**src/ghv_pkg.sv**
```systemverilog
// Shared types, constants and the CRC byte update for the GPT header validator.
package ghv_pkg;

	// Signature bytes "EFI PART", offset 0 upwards
	localparam logic [7:0] SIG_BYTES [8] = '{8'h45, 8'h46, 8'h49, 8'h20,
		8'h50, 8'h41, 8'h52, 8'h54};

	localparam logic [31:0] REV_EXPECT   = 32'h0001_0000;
	localparam logic [31:0] RSVD_EXPECT  = 32'h0000_0000;
	localparam logic [63:0] MYLBA_EXPECT = 64'd1;
	localparam logic [31:0] CRC_INIT     = 32'hFFFF_FFFF;
	localparam logic [31:0] CRC_POLY     = 32'hEDB8_8320;

	// Byte offsets of the header fields
	localparam int OFS_REV   = 8;
	localparam int OFS_HSIZE = 12;
	localparam int OFS_HCRC  = 16;
	localparam int OFS_RSVD  = 20;
	localparam int OFS_MYLBA = 24;
	localparam int OFS_ELBA  = 72;
	localparam int OFS_ENUM  = 80;
	localparam int OFS_ESIZE = 84;
	localparam int OFS_ECRC  = 88;

	// Number of leading bytes whose running CRC is kept for short headers
	localparam int SNAP_DEPTH = 16;

	// What the front end hands over once a sector has been fully received
	typedef struct packed {
		logic        sig_match;
		logic        trailing_bad;
		logic [31:0] crc_sel;
		logic [31:0] rev;
		logic [31:0] hsize;
		logic [31:0] hcrc;
		logic [31:0] rsvd;
		logic [63:0] mylba;
		logic [63:0] elba;
		logic [31:0] enum_cnt;
		logic [31:0] esize;
		logic [31:0] ecrc;
	} summary_t;

	// Reflected CRC-32, one byte
	function automatic logic [31:0] crc_byte(input logic [31:0] c, input logic [7:0] b);
		logic [31:0] r;
		r = c ^ {24'd0, b};
		for (int k = 0; k < 8; k++) begin
			r = (r >> 1) ^ (CRC_POLY & {32{r[0]}});
		end
		return r;
	endfunction

endpackage

```
**src/ghv_front.sv**
```systemverilog
// Front end: takes sector bytes, runs the CRC and captures the header fields.
module ghv_front #(
	parameter int SECTOR_BYTES = 512
) (
	input  logic              clk,
	input  logic              arst_n,
	input  logic [7:0]        data_byte,
	input  logic              data_valid,
	output logic              data_ready,
	input  logic              q_full,
	output logic              push,
	output ghv_pkg::summary_t sum
);
	import ghv_pkg::*;

	localparam int PW = $clog2(SECTOR_BYTES);
	localparam logic [PW-1:0] LAST_POS = PW'(SECTOR_BYTES - 1);

	logic [PW-1:0] pos_q;
	logic [31:0]   crc_q;
	logic [31:0]   crc_len_q;
	logic [31:0]   snap_q [SNAP_DEPTH];
	logic          sig_q;
	logic          seen_q;
	logic [PW-1:0] hi_q;
	logic [31:0]   rev_q, hsize_q, hcrc_q, rsvd_q, enum_q, esize_q, ecrc_q;
	logic [63:0]   mylba_q, elba_q;

	logic          acc;
	logic          first;
	logic [31:0]   crc_cur;
	logic [31:0]   crc_next;
	logic [7:0]    feed;
	logic          sig_next;
	logic          seen_next;
	logic [PW-1:0] hi_next;
	logic [31:0]   hs_now;
	logic          len_hit;

	assign data_ready = !q_full;
	assign acc        = data_valid && data_ready;
	assign first      = (pos_q == '0);

	// Per-sector state restarts at offset 0
	always_comb begin
		crc_cur = first ? CRC_INIT : crc_q;
		feed = (pos_q >= PW'(OFS_HCRC) && pos_q < PW'(OFS_HCRC + 4)) ? 8'h00 : data_byte;
		crc_next = crc_byte(crc_cur, feed);
		sig_next = first ? 1'b1 : sig_q;
		if (pos_q < PW'(8) && data_byte != SIG_BYTES[pos_q[2:0]]) begin
			sig_next = 1'b0;
		end
		seen_next = (first ? 1'b0 : seen_q) | (data_byte != 8'h00);
		hi_next = (data_byte != 8'h00) ? pos_q : hi_q;
	end

	// Header size including the byte arriving now (top byte lands at offset 15)
	always_comb begin
		hs_now = (pos_q == PW'(OFS_HSIZE + 3)) ? {data_byte, hsize_q[23:0]} : hsize_q;
		if (hs_now > 32'(SECTOR_BYTES)) begin
			len_hit = (pos_q == LAST_POS);
		end else begin
			len_hit = (pos_q >= PW'(OFS_HSIZE + 3)) && ((32'(pos_q) + 32'd1) == hs_now);
		end
	end

	// Position counter
	always_ff @(posedge clk or negedge arst_n) begin
		if (!arst_n) begin
			pos_q <= '0;
		end else if (acc) begin
			pos_q <= (pos_q == LAST_POS) ? '0 : pos_q + PW'(1);
		end
	end

	// Running checks, CRC snapshots and field capture
	always_ff @(posedge clk) begin
		if (acc) begin
			crc_q  <= crc_next;
			sig_q  <= sig_next;
			seen_q <= seen_next;
			hi_q   <= hi_next;
			if (pos_q < PW'(SNAP_DEPTH)) begin
				snap_q[pos_q[3:0]] <= crc_cur;
			end
			// Short headers take their CRC from the prefix snapshot once the size is known
			if (pos_q == PW'(SNAP_DEPTH) && hsize_q < 32'(SNAP_DEPTH)) begin
				crc_len_q <= snap_q[hsize_q[3:0]];
			end else if (len_hit) begin
				crc_len_q <= crc_next;
			end
			for (int i = 0; i < 4; i++) begin
				if (pos_q == PW'(OFS_REV + i))   rev_q[8*i +: 8]   <= data_byte;
				if (pos_q == PW'(OFS_HSIZE + i)) hsize_q[8*i +: 8] <= data_byte;
				if (pos_q == PW'(OFS_HCRC + i))  hcrc_q[8*i +: 8]  <= data_byte;
				if (pos_q == PW'(OFS_RSVD + i))  rsvd_q[8*i +: 8]  <= data_byte;
				if (pos_q == PW'(OFS_ENUM + i))  enum_q[8*i +: 8]  <= data_byte;
				if (pos_q == PW'(OFS_ESIZE + i)) esize_q[8*i +: 8] <= data_byte;
				if (pos_q == PW'(OFS_ECRC + i))  ecrc_q[8*i +: 8]  <= data_byte;
			end
			for (int i = 0; i < 8; i++) begin
				if (pos_q == PW'(OFS_MYLBA + i)) mylba_q[8*i +: 8] <= data_byte;
				if (pos_q == PW'(OFS_ELBA + i))  elba_q[8*i +: 8]  <= data_byte;
			end
		end
	end

	// Sector summary, pushed with the last byte
	always_comb begin
		push = acc && (pos_q == LAST_POS);
		sum.sig_match = sig_next;
		sum.trailing_bad = (hsize_q > 32'(SECTOR_BYTES)) ||
			(seen_next && (32'(hi_next) >= hsize_q));
		if (hsize_q >= 32'(SECTOR_BYTES)) begin
			sum.crc_sel = crc_next;
		end else begin
			sum.crc_sel = crc_len_q;
		end
		sum.rev      = rev_q;
		sum.hsize    = hsize_q;
		sum.hcrc     = hcrc_q;
		sum.rsvd     = rsvd_q;
		sum.mylba    = mylba_q;
		sum.elba     = elba_q;
		sum.enum_cnt = enum_q;
		sum.esize    = esize_q;
		sum.ecrc     = ecrc_q;
	end

	// Counter wraps to offset 0 after the last byte
	a_wrap: assert property (@(posedge clk) disable iff (!arst_n)
		push |=> (pos_q == '0))
		else $error("position did not wrap after last byte");

endmodule

```
**src/ghv_queue.sv**
```systemverilog
// Two-entry queue of sector summaries between front and back ends.
module ghv_queue (
	input  logic              clk,
	input  logic              arst_n,
	input  logic              push,
	input  ghv_pkg::summary_t wr_data,
	input  logic              pop,
	output ghv_pkg::summary_t rd_data,
	output logic              full,
	output logic              empty
);
	import ghv_pkg::*;

	summary_t   mem_q [2];
	logic       wr_ptr_q;
	logic       rd_ptr_q;
	logic [1:0] cnt_q;

	assign full    = (cnt_q == 2'd2);
	assign empty   = (cnt_q == 2'd0);
	assign rd_data = mem_q[rd_ptr_q];

	// Pointers and fill count
	always_ff @(posedge clk or negedge arst_n) begin
		if (!arst_n) begin
			wr_ptr_q <= 1'b0;
			rd_ptr_q <= 1'b0;
			cnt_q    <= 2'd0;
		end else begin
			if (push) wr_ptr_q <= !wr_ptr_q;
			if (pop)  rd_ptr_q <= !rd_ptr_q;
			cnt_q <= cnt_q + {1'b0, push} - {1'b0, pop};
		end
	end

	// Storage
	always_ff @(posedge clk) begin
		if (push) begin
			mem_q[wr_ptr_q] <= wr_data;
		end
	end

	a_no_overflow: assert property (@(posedge clk) disable iff (!arst_n)
		push |-> !full)
		else $error("summary queue overflow");

	a_no_underflow: assert property (@(posedge clk) disable iff (!arst_n)
		pop |-> !empty)
		else $error("summary queue underflow");

endmodule

```
**src/ghv_back.sv**
```systemverilog
// Back end: evaluates the header checks and holds the result item.
module ghv_back (
	input  logic              clk,
	input  logic              arst_n,
	input  ghv_pkg::summary_t head,
	input  logic              q_empty,
	output logic              pop,
	output logic              result_valid,
	input  logic              result_ready,
	output logic              header_ok,
	output logic              signature_bad,
	output logic              revision_bad,
	output logic              reserved_bad,
	output logic              self_lba_bad,
	output logic              trailing_bad,
	output logic              checksum_bad,
	output logic [31:0]       header_length,
	output logic [63:0]       entry_start_lba,
	output logic [31:0]       entry_total,
	output logic [31:0]       entry_bytes,
	output logic [31:0]       entry_array_checksum
);
	import ghv_pkg::*;

	logic valid_q;
	logic sig_b, rev_b, rsv_b, lba_b, crc_b;

	// Checks on the queue head
	always_comb begin
		sig_b = !head.sig_match;
		rev_b = (head.rev != REV_EXPECT);
		rsv_b = (head.rsvd != RSVD_EXPECT);
		lba_b = (head.mylba != MYLBA_EXPECT);
		crc_b = (head.hcrc != ~head.crc_sel);
	end

	assign pop          = !q_empty && (!valid_q || result_ready);
	assign result_valid = valid_q;

	always_ff @(posedge clk or negedge arst_n) begin
		if (!arst_n) begin
			valid_q <= 1'b0;
		end else if (pop) begin
			valid_q <= 1'b1;
		end else if (result_ready) begin
			valid_q <= 1'b0;
		end
	end

	// Output register
	always_ff @(posedge clk) begin
		if (pop) begin
			signature_bad        <= sig_b;
			revision_bad         <= rev_b;
			reserved_bad         <= rsv_b;
			self_lba_bad         <= lba_b;
			trailing_bad         <= head.trailing_bad;
			checksum_bad         <= crc_b;
			header_ok            <= !(sig_b || rev_b || rsv_b || lba_b ||
				head.trailing_bad || crc_b);
			header_length        <= head.hsize;
			entry_start_lba      <= head.elba;
			entry_total          <= head.enum_cnt;
			entry_bytes          <= head.esize;
			entry_array_checksum <= head.ecrc;
		end
	end

	a_ok_flags: assert property (@(posedge clk) disable iff (!arst_n)
		result_valid |-> (header_ok == !(signature_bad || revision_bad || reserved_bad ||
			self_lba_bad || trailing_bad || checksum_bad)))
		else $error("header_ok inconsistent with error flags");

endmodule

```
**src/gpt_header_validator.sv**
```systemverilog
// Top level of the GPT header validator.
//
// Input channel: one header sector byte per item (data_byte, data_valid,
// data_ready), offsets 0 to SECTOR_BYTES-1 in order. A new sector starts
// straight after the last byte of the previous one.
// Result channel: one item per sector (result_valid, result_ready) carrying
// the six check flags, header_ok and the partition entry array fields.
// Throughput: one byte per cycle while data_ready is high; the CRC-32 byte update
// and the field capture in the front end keep pace with each accepted byte.
// The result item turns valid once the last byte of a sector has been written
// into the summary queue and then taken from there into the output register,
// provided the output register is free.
// A two-entry summary queue sits between front and back ends, so bytes keep
// flowing while a result waits; data_ready drops only when two finished
// summaries are queued.
// Reset: all control state clears, the byte position returns to offset 0
// and no result is pending. There is no clearing pass.
module gpt_header_validator #(
	parameter int SECTOR_BYTES = 512
) (
	input  logic        clk,
	input  logic        arst_n,
	input  logic [7:0]  data_byte,
	input  logic        data_valid,
	output logic        data_ready,
	output logic        result_valid,
	input  logic        result_ready,
	output logic        header_ok,
	output logic        signature_bad,
	output logic        revision_bad,
	output logic        reserved_bad,
	output logic        self_lba_bad,
	output logic        trailing_bad,
	output logic        checksum_bad,
	output logic [31:0] header_length,
	output logic [63:0] entry_start_lba,
	output logic [31:0] entry_total,
	output logic [31:0] entry_bytes,
	output logic [31:0] entry_array_checksum
);
	import ghv_pkg::*;

	summary_t sum_in;
	summary_t sum_head;
	logic     push;
	logic     pop;
	logic     q_full;
	logic     q_empty;

	ghv_front #(.SECTOR_BYTES(SECTOR_BYTES)) u_front (
		.clk        (clk),
		.arst_n     (arst_n),
		.data_byte  (data_byte),
		.data_valid (data_valid),
		.data_ready (data_ready),
		.q_full     (q_full),
		.push       (push),
		.sum        (sum_in)
	);

	ghv_queue u_queue (
		.clk     (clk),
		.arst_n  (arst_n),
		.push    (push),
		.wr_data (sum_in),
		.pop     (pop),
		.rd_data (sum_head),
		.full    (q_full),
		.empty   (q_empty)
	);

	ghv_back u_back (
		.clk                  (clk),
		.arst_n               (arst_n),
		.head                 (sum_head),
		.q_empty              (q_empty),
		.pop                  (pop),
		.result_valid         (result_valid),
		.result_ready         (result_ready),
		.header_ok            (header_ok),
		.signature_bad        (signature_bad),
		.revision_bad         (revision_bad),
		.reserved_bad         (reserved_bad),
		.self_lba_bad         (self_lba_bad),
		.trailing_bad         (trailing_bad),
		.checksum_bad         (checksum_bad),
		.header_length        (header_length),
		.entry_start_lba      (entry_start_lba),
		.entry_total          (entry_total),
		.entry_bytes          (entry_bytes),
		.entry_array_checksum (entry_array_checksum)
	);

endmodule

```
**config.mk**
```make
export PLATFORM = sky130hd
export DESIGN_NAME = gpt_header_validator
export DESIGN_NICKNAME = d
export VERILOG_FILES = /design/src/ghv_pkg.sv /design/src/ghv_front.sv /design/src/ghv_queue.sv /design/src/ghv_back.sv /design/src/gpt_header_validator.sv
export SDC_FILE = /design/constraint.sdc
export NUM_CORES = 2
export LEC_CHECK = 0
export BUFFER_PORTS_ARGS = -buffer_cell sky130_fd_sc_hd__buf_4
export CORE_ASPECT_RATIO = 0.5
export CORE_MARGIN = 2
export CORE_UTILIZATION = 62
export DETAILED_ROUTE_END_ITERATION = 8
export PLACE_DENSITY_LB_ADDON = 0.2
export SYNTH_ARGS = -nofsm -noshare
export SYNTH_HDL_FRONTEND = slang
export SYNTH_HIERARCHICAL = 1
export SYNTH_SLANG_ARGS = --single-unit
export TNS_END_PERCENT = 1
```
**constraint.sdc**
```tcl
create_clock -name clk -period 28.6 [get_ports clk]
set_clock_uncertainty 0.1 [all_clocks]
set_input_delay 1.43 -clock clk [delete_from_list [all_inputs] [get_ports clk]]
set_output_delay 1.43 -clock clk [all_outputs]
set_load 0.03 [all_outputs]
```
==> results.toml <==
[critical_path]
critPathRequiredTime_ps = 28880
cpPeakStageDelay_ps = 950
end_kind = "flip-flop"
worst_path_max_delay_cell = "buf_4"
path_delay_family = "simple AND/OR/NAND/NOR gates"
startpoint_type = "flip-flop"
worst-path-buf-inv = 3
cp_max_fo = 179
path_class = "flip-flop to flip-flop"
cp.depth = 10
ff2ff_path_depth = 10
path_cells = "ha_1 -> nand2_1 -> nor2_1 -> and3_1 -> ha_1 -> inv_1 -> nor2_1 -> and2_4 -> buf_12 -> buf_4"
crit_arrival_ps = 6120

[synthesis]
seq_area_frac_synth_pct = 81.38
synth_edf_count = 1910
syn_inst = 3215
synthFlopType = "edfxtp_1"
syn_nets = 3246
ys_seq_elements = 1928
syn-cell-area_sq_mm = 0.07101
synthArstFlopShare_pct = 0.7261
synth_cell_type_count = 62
avgSynthCellArea_sq_um = 22.09
yosysWarnings = 6

[routing]
drt-total-wl_mm = 138.3
firstDrtPassIters = 5
drt-initial-drc-count = 3675
via_per_inst = 6.040
vias = 31126
drtAntennaViolNets = 0
drcViolationCount = 0
wl_per_cell_um = 26.83

[layout]
final_nets = 3546
mostFrequentLayoutCells = "1910 x edfxtp_1, 448 x mux2_2, 257 x buf_4"
drive_gt1_share_pct = 31.41
area_growth_pct = 11.84
final_common_cell = "edfxtp_1"
final_area_sq_mm = 0.07942

[placement]
post_dp_cell_area_sq_mm = 0.07432
globalplace.congestion = 0.8403
pre_cts_slack_ps = 23000
port_buffers = 212
hpwlAfterDp_mm = 75.02

[clock_network]
ctsResizeCount = 0
htreeDepth = 4
cts_tree = "done"
cts_hold_buf = 0
numCtsBuffers = 158
cts.sinks = 1928
root_buffer = "clkbuf_16"
clk-insertion-delay-late_ps = 770
clock_path_buffers = 3
clkSlewWorstSetupHoldPaths_ps = 70
postCtsSetupBuffers = 0

[min_path]
whs_path_depth = 0
hp-class = "flip-flop to flip-flop"

[pwr]
power.leakage_uw = 0.02556
finalPower_uw = 6609
power_density_mw_per_mm2 = 83.22
vdd.ir_drop.worst_mv = 0.05238

[sta]
fin_tns_setup_ps = 0
slew_headroom_pct = 13.74
worst_slack_ps = 22760
setup_viol = 0
max_freq_mhz = 171.2
period_needed_ps = 5843
rsz0062_at_grt = "no"
fin_crit_sh_pct = 20.43
drv_slew = 0
tightestPinTransition_ps = 1289
hold_violations = 0

[floorplanning]
die_height_um = 243.3
rows = 87
initial_core_util_pct = 62.78
die_area_sq_mm = 0.1174
design.core.area_sq_mm = 0.1131
num_io_pins = 213
die_w_um = 482.6

[job]
cap_violations = 0

[global_routing]
grt_max_degree = 185
track_usage_pct = 23.76
grt_pass1_vias = 31524
grt_pass1_wl_mm = 203.3
grt_overflow = 0
antenna_found_initial = 0

[outcome]
status = "finished clean"
per-layer routing:
layer  vias up  global-route usage, %  wire, um
li1      13507                      -         -
met2      1072                  37.77     67990
met4         0                  5.836      2364
met5         -                      0         0
met3       171                  3.624      8609
met1     16376                  35.38     59320
state kept, by name (all words and copies together), names as in the netlist, 2 cells and up, named ones only:
signal	count
u_front/ecrc_q	32
u_back/header_length	32
u_back/entry_bytes	32
u_front/elba_q	64
u_front/crc_len_q	32
u_back/entry_start_lba	64
u_front/enum_q	32
u_front/esize_q	32
u_front/pos_q	9
u_queue/mem_q	772
u_front/rev_q	32
u_front/snap_q	512
u_front/hsize_q	32
u_front/crc_q	32
u_queue/cnt_q	2
u_front/hi_q	9
u_back/entry_total	32
u_front/mylba_q	64
u_front/hcrc_q	32
u_back/entry_array_checksum	32
u_front/rsvd_q	32
final cells by class:
class                      instances  area [sq um]
timing repair buffer             261          2009
multi-input combinational       1137         12500
sequential                      1928         57800
antenna                            1         2.502
tap                             1513          1893
fill                            6682         33680
inverter                          29         110.1
clock buffer                     203          4334
clock inverter                    81         765.7
per-stage QoR:
stage	hold WS, ps	std cells	utilization [%]
3_3_place_gp	321.6	4868	65.71
3_5_place_dp	329.0	4868	65.71
6_report	332.7	5153	70.22
5_1_grt	342.9	5152	70.22
4_1_cts	334.9	5152	70.22
2_1_floorplan	321.5	3215	-
cell families (layout without fill, tap and decap cells):
| group | count (synthesis) | after routing | synth area share (%) |
|---|---|---|---|
| buffers and inverters | 150 | 574 | 1.244 |
| multiplexers | 612 | 612 | 12.20 |
| AND/OR/NAND/NOR | 307 | 307 | 2.321 |
| other | 0 | 1 | 0 |
| adder cells (fa/ha/maj) | 19 | 19 | 0.3348 |
| AO/OA/AOI/OAI | 81 | 81 | 0.9216 |
| XOR/XNOR | 118 | 118 | 1.598 |
| flip-flops | 1928 | 1928 | 81.38 |
worst reg2reg max path, cell delays in order (launching register included):
cell     delay, ps
dfrtp_1        660
ha_1           400
nand2_1        250
nor2_1         300
and3_1         210
ha_1           260
inv_1          140
nor2_1         290
and2_4         800
buf_12         760
buf_4         1230
final timing paths:
| path | from | endpoint | slack [ps] |
|---|---|---|---|
| worst max-delay path | u_front/pos_q[0] | u_queue/mem_q[1][333] | 22760 |
| worst min-delay path | u_front/elba_q[29] | u_queue/mem_q[0][125] | 330 |
| worst max register to register | u_front/pos_q[0] | u_queue/mem_q[1][333] | 22760 |
| worst min register to register | u_front/elba_q[29] | u_queue/mem_q[0][125] | 330 |
| max in group asynchronous | arst_n | u_queue/rd_ptr_q | 27760 |
| min in group asynchronous | arst_n | u_front/pos_q[5] | 420 |
cells in the mapped netlist (15+ instances only):
cell type  instances  share of area (%)
nor4_1            38               0.33
xor2_1            64               0.79
buf_6             40               0.63
mux2_2           448                7.1
ha_1              19               0.33
clkbuf_1          56               0.30
mux4_2           158                5.0
a21oi_1           27               0.19
edfxtp_1        1910                 81
inv_1             27               0.14
nand2_1           44               0.23
nand4_1           20               0.18
nor2_1            95               0.50
nor3_1            15               0.11
xnor2_1           45               0.56
nand2b_1          31               0.27
where the power goes:
part	switching, uW	internal, uW
Combinational	606	370
Sequential	49.0	3440
Clock	945	1200
Note: power is estimated with default switching activity, not from simulation.
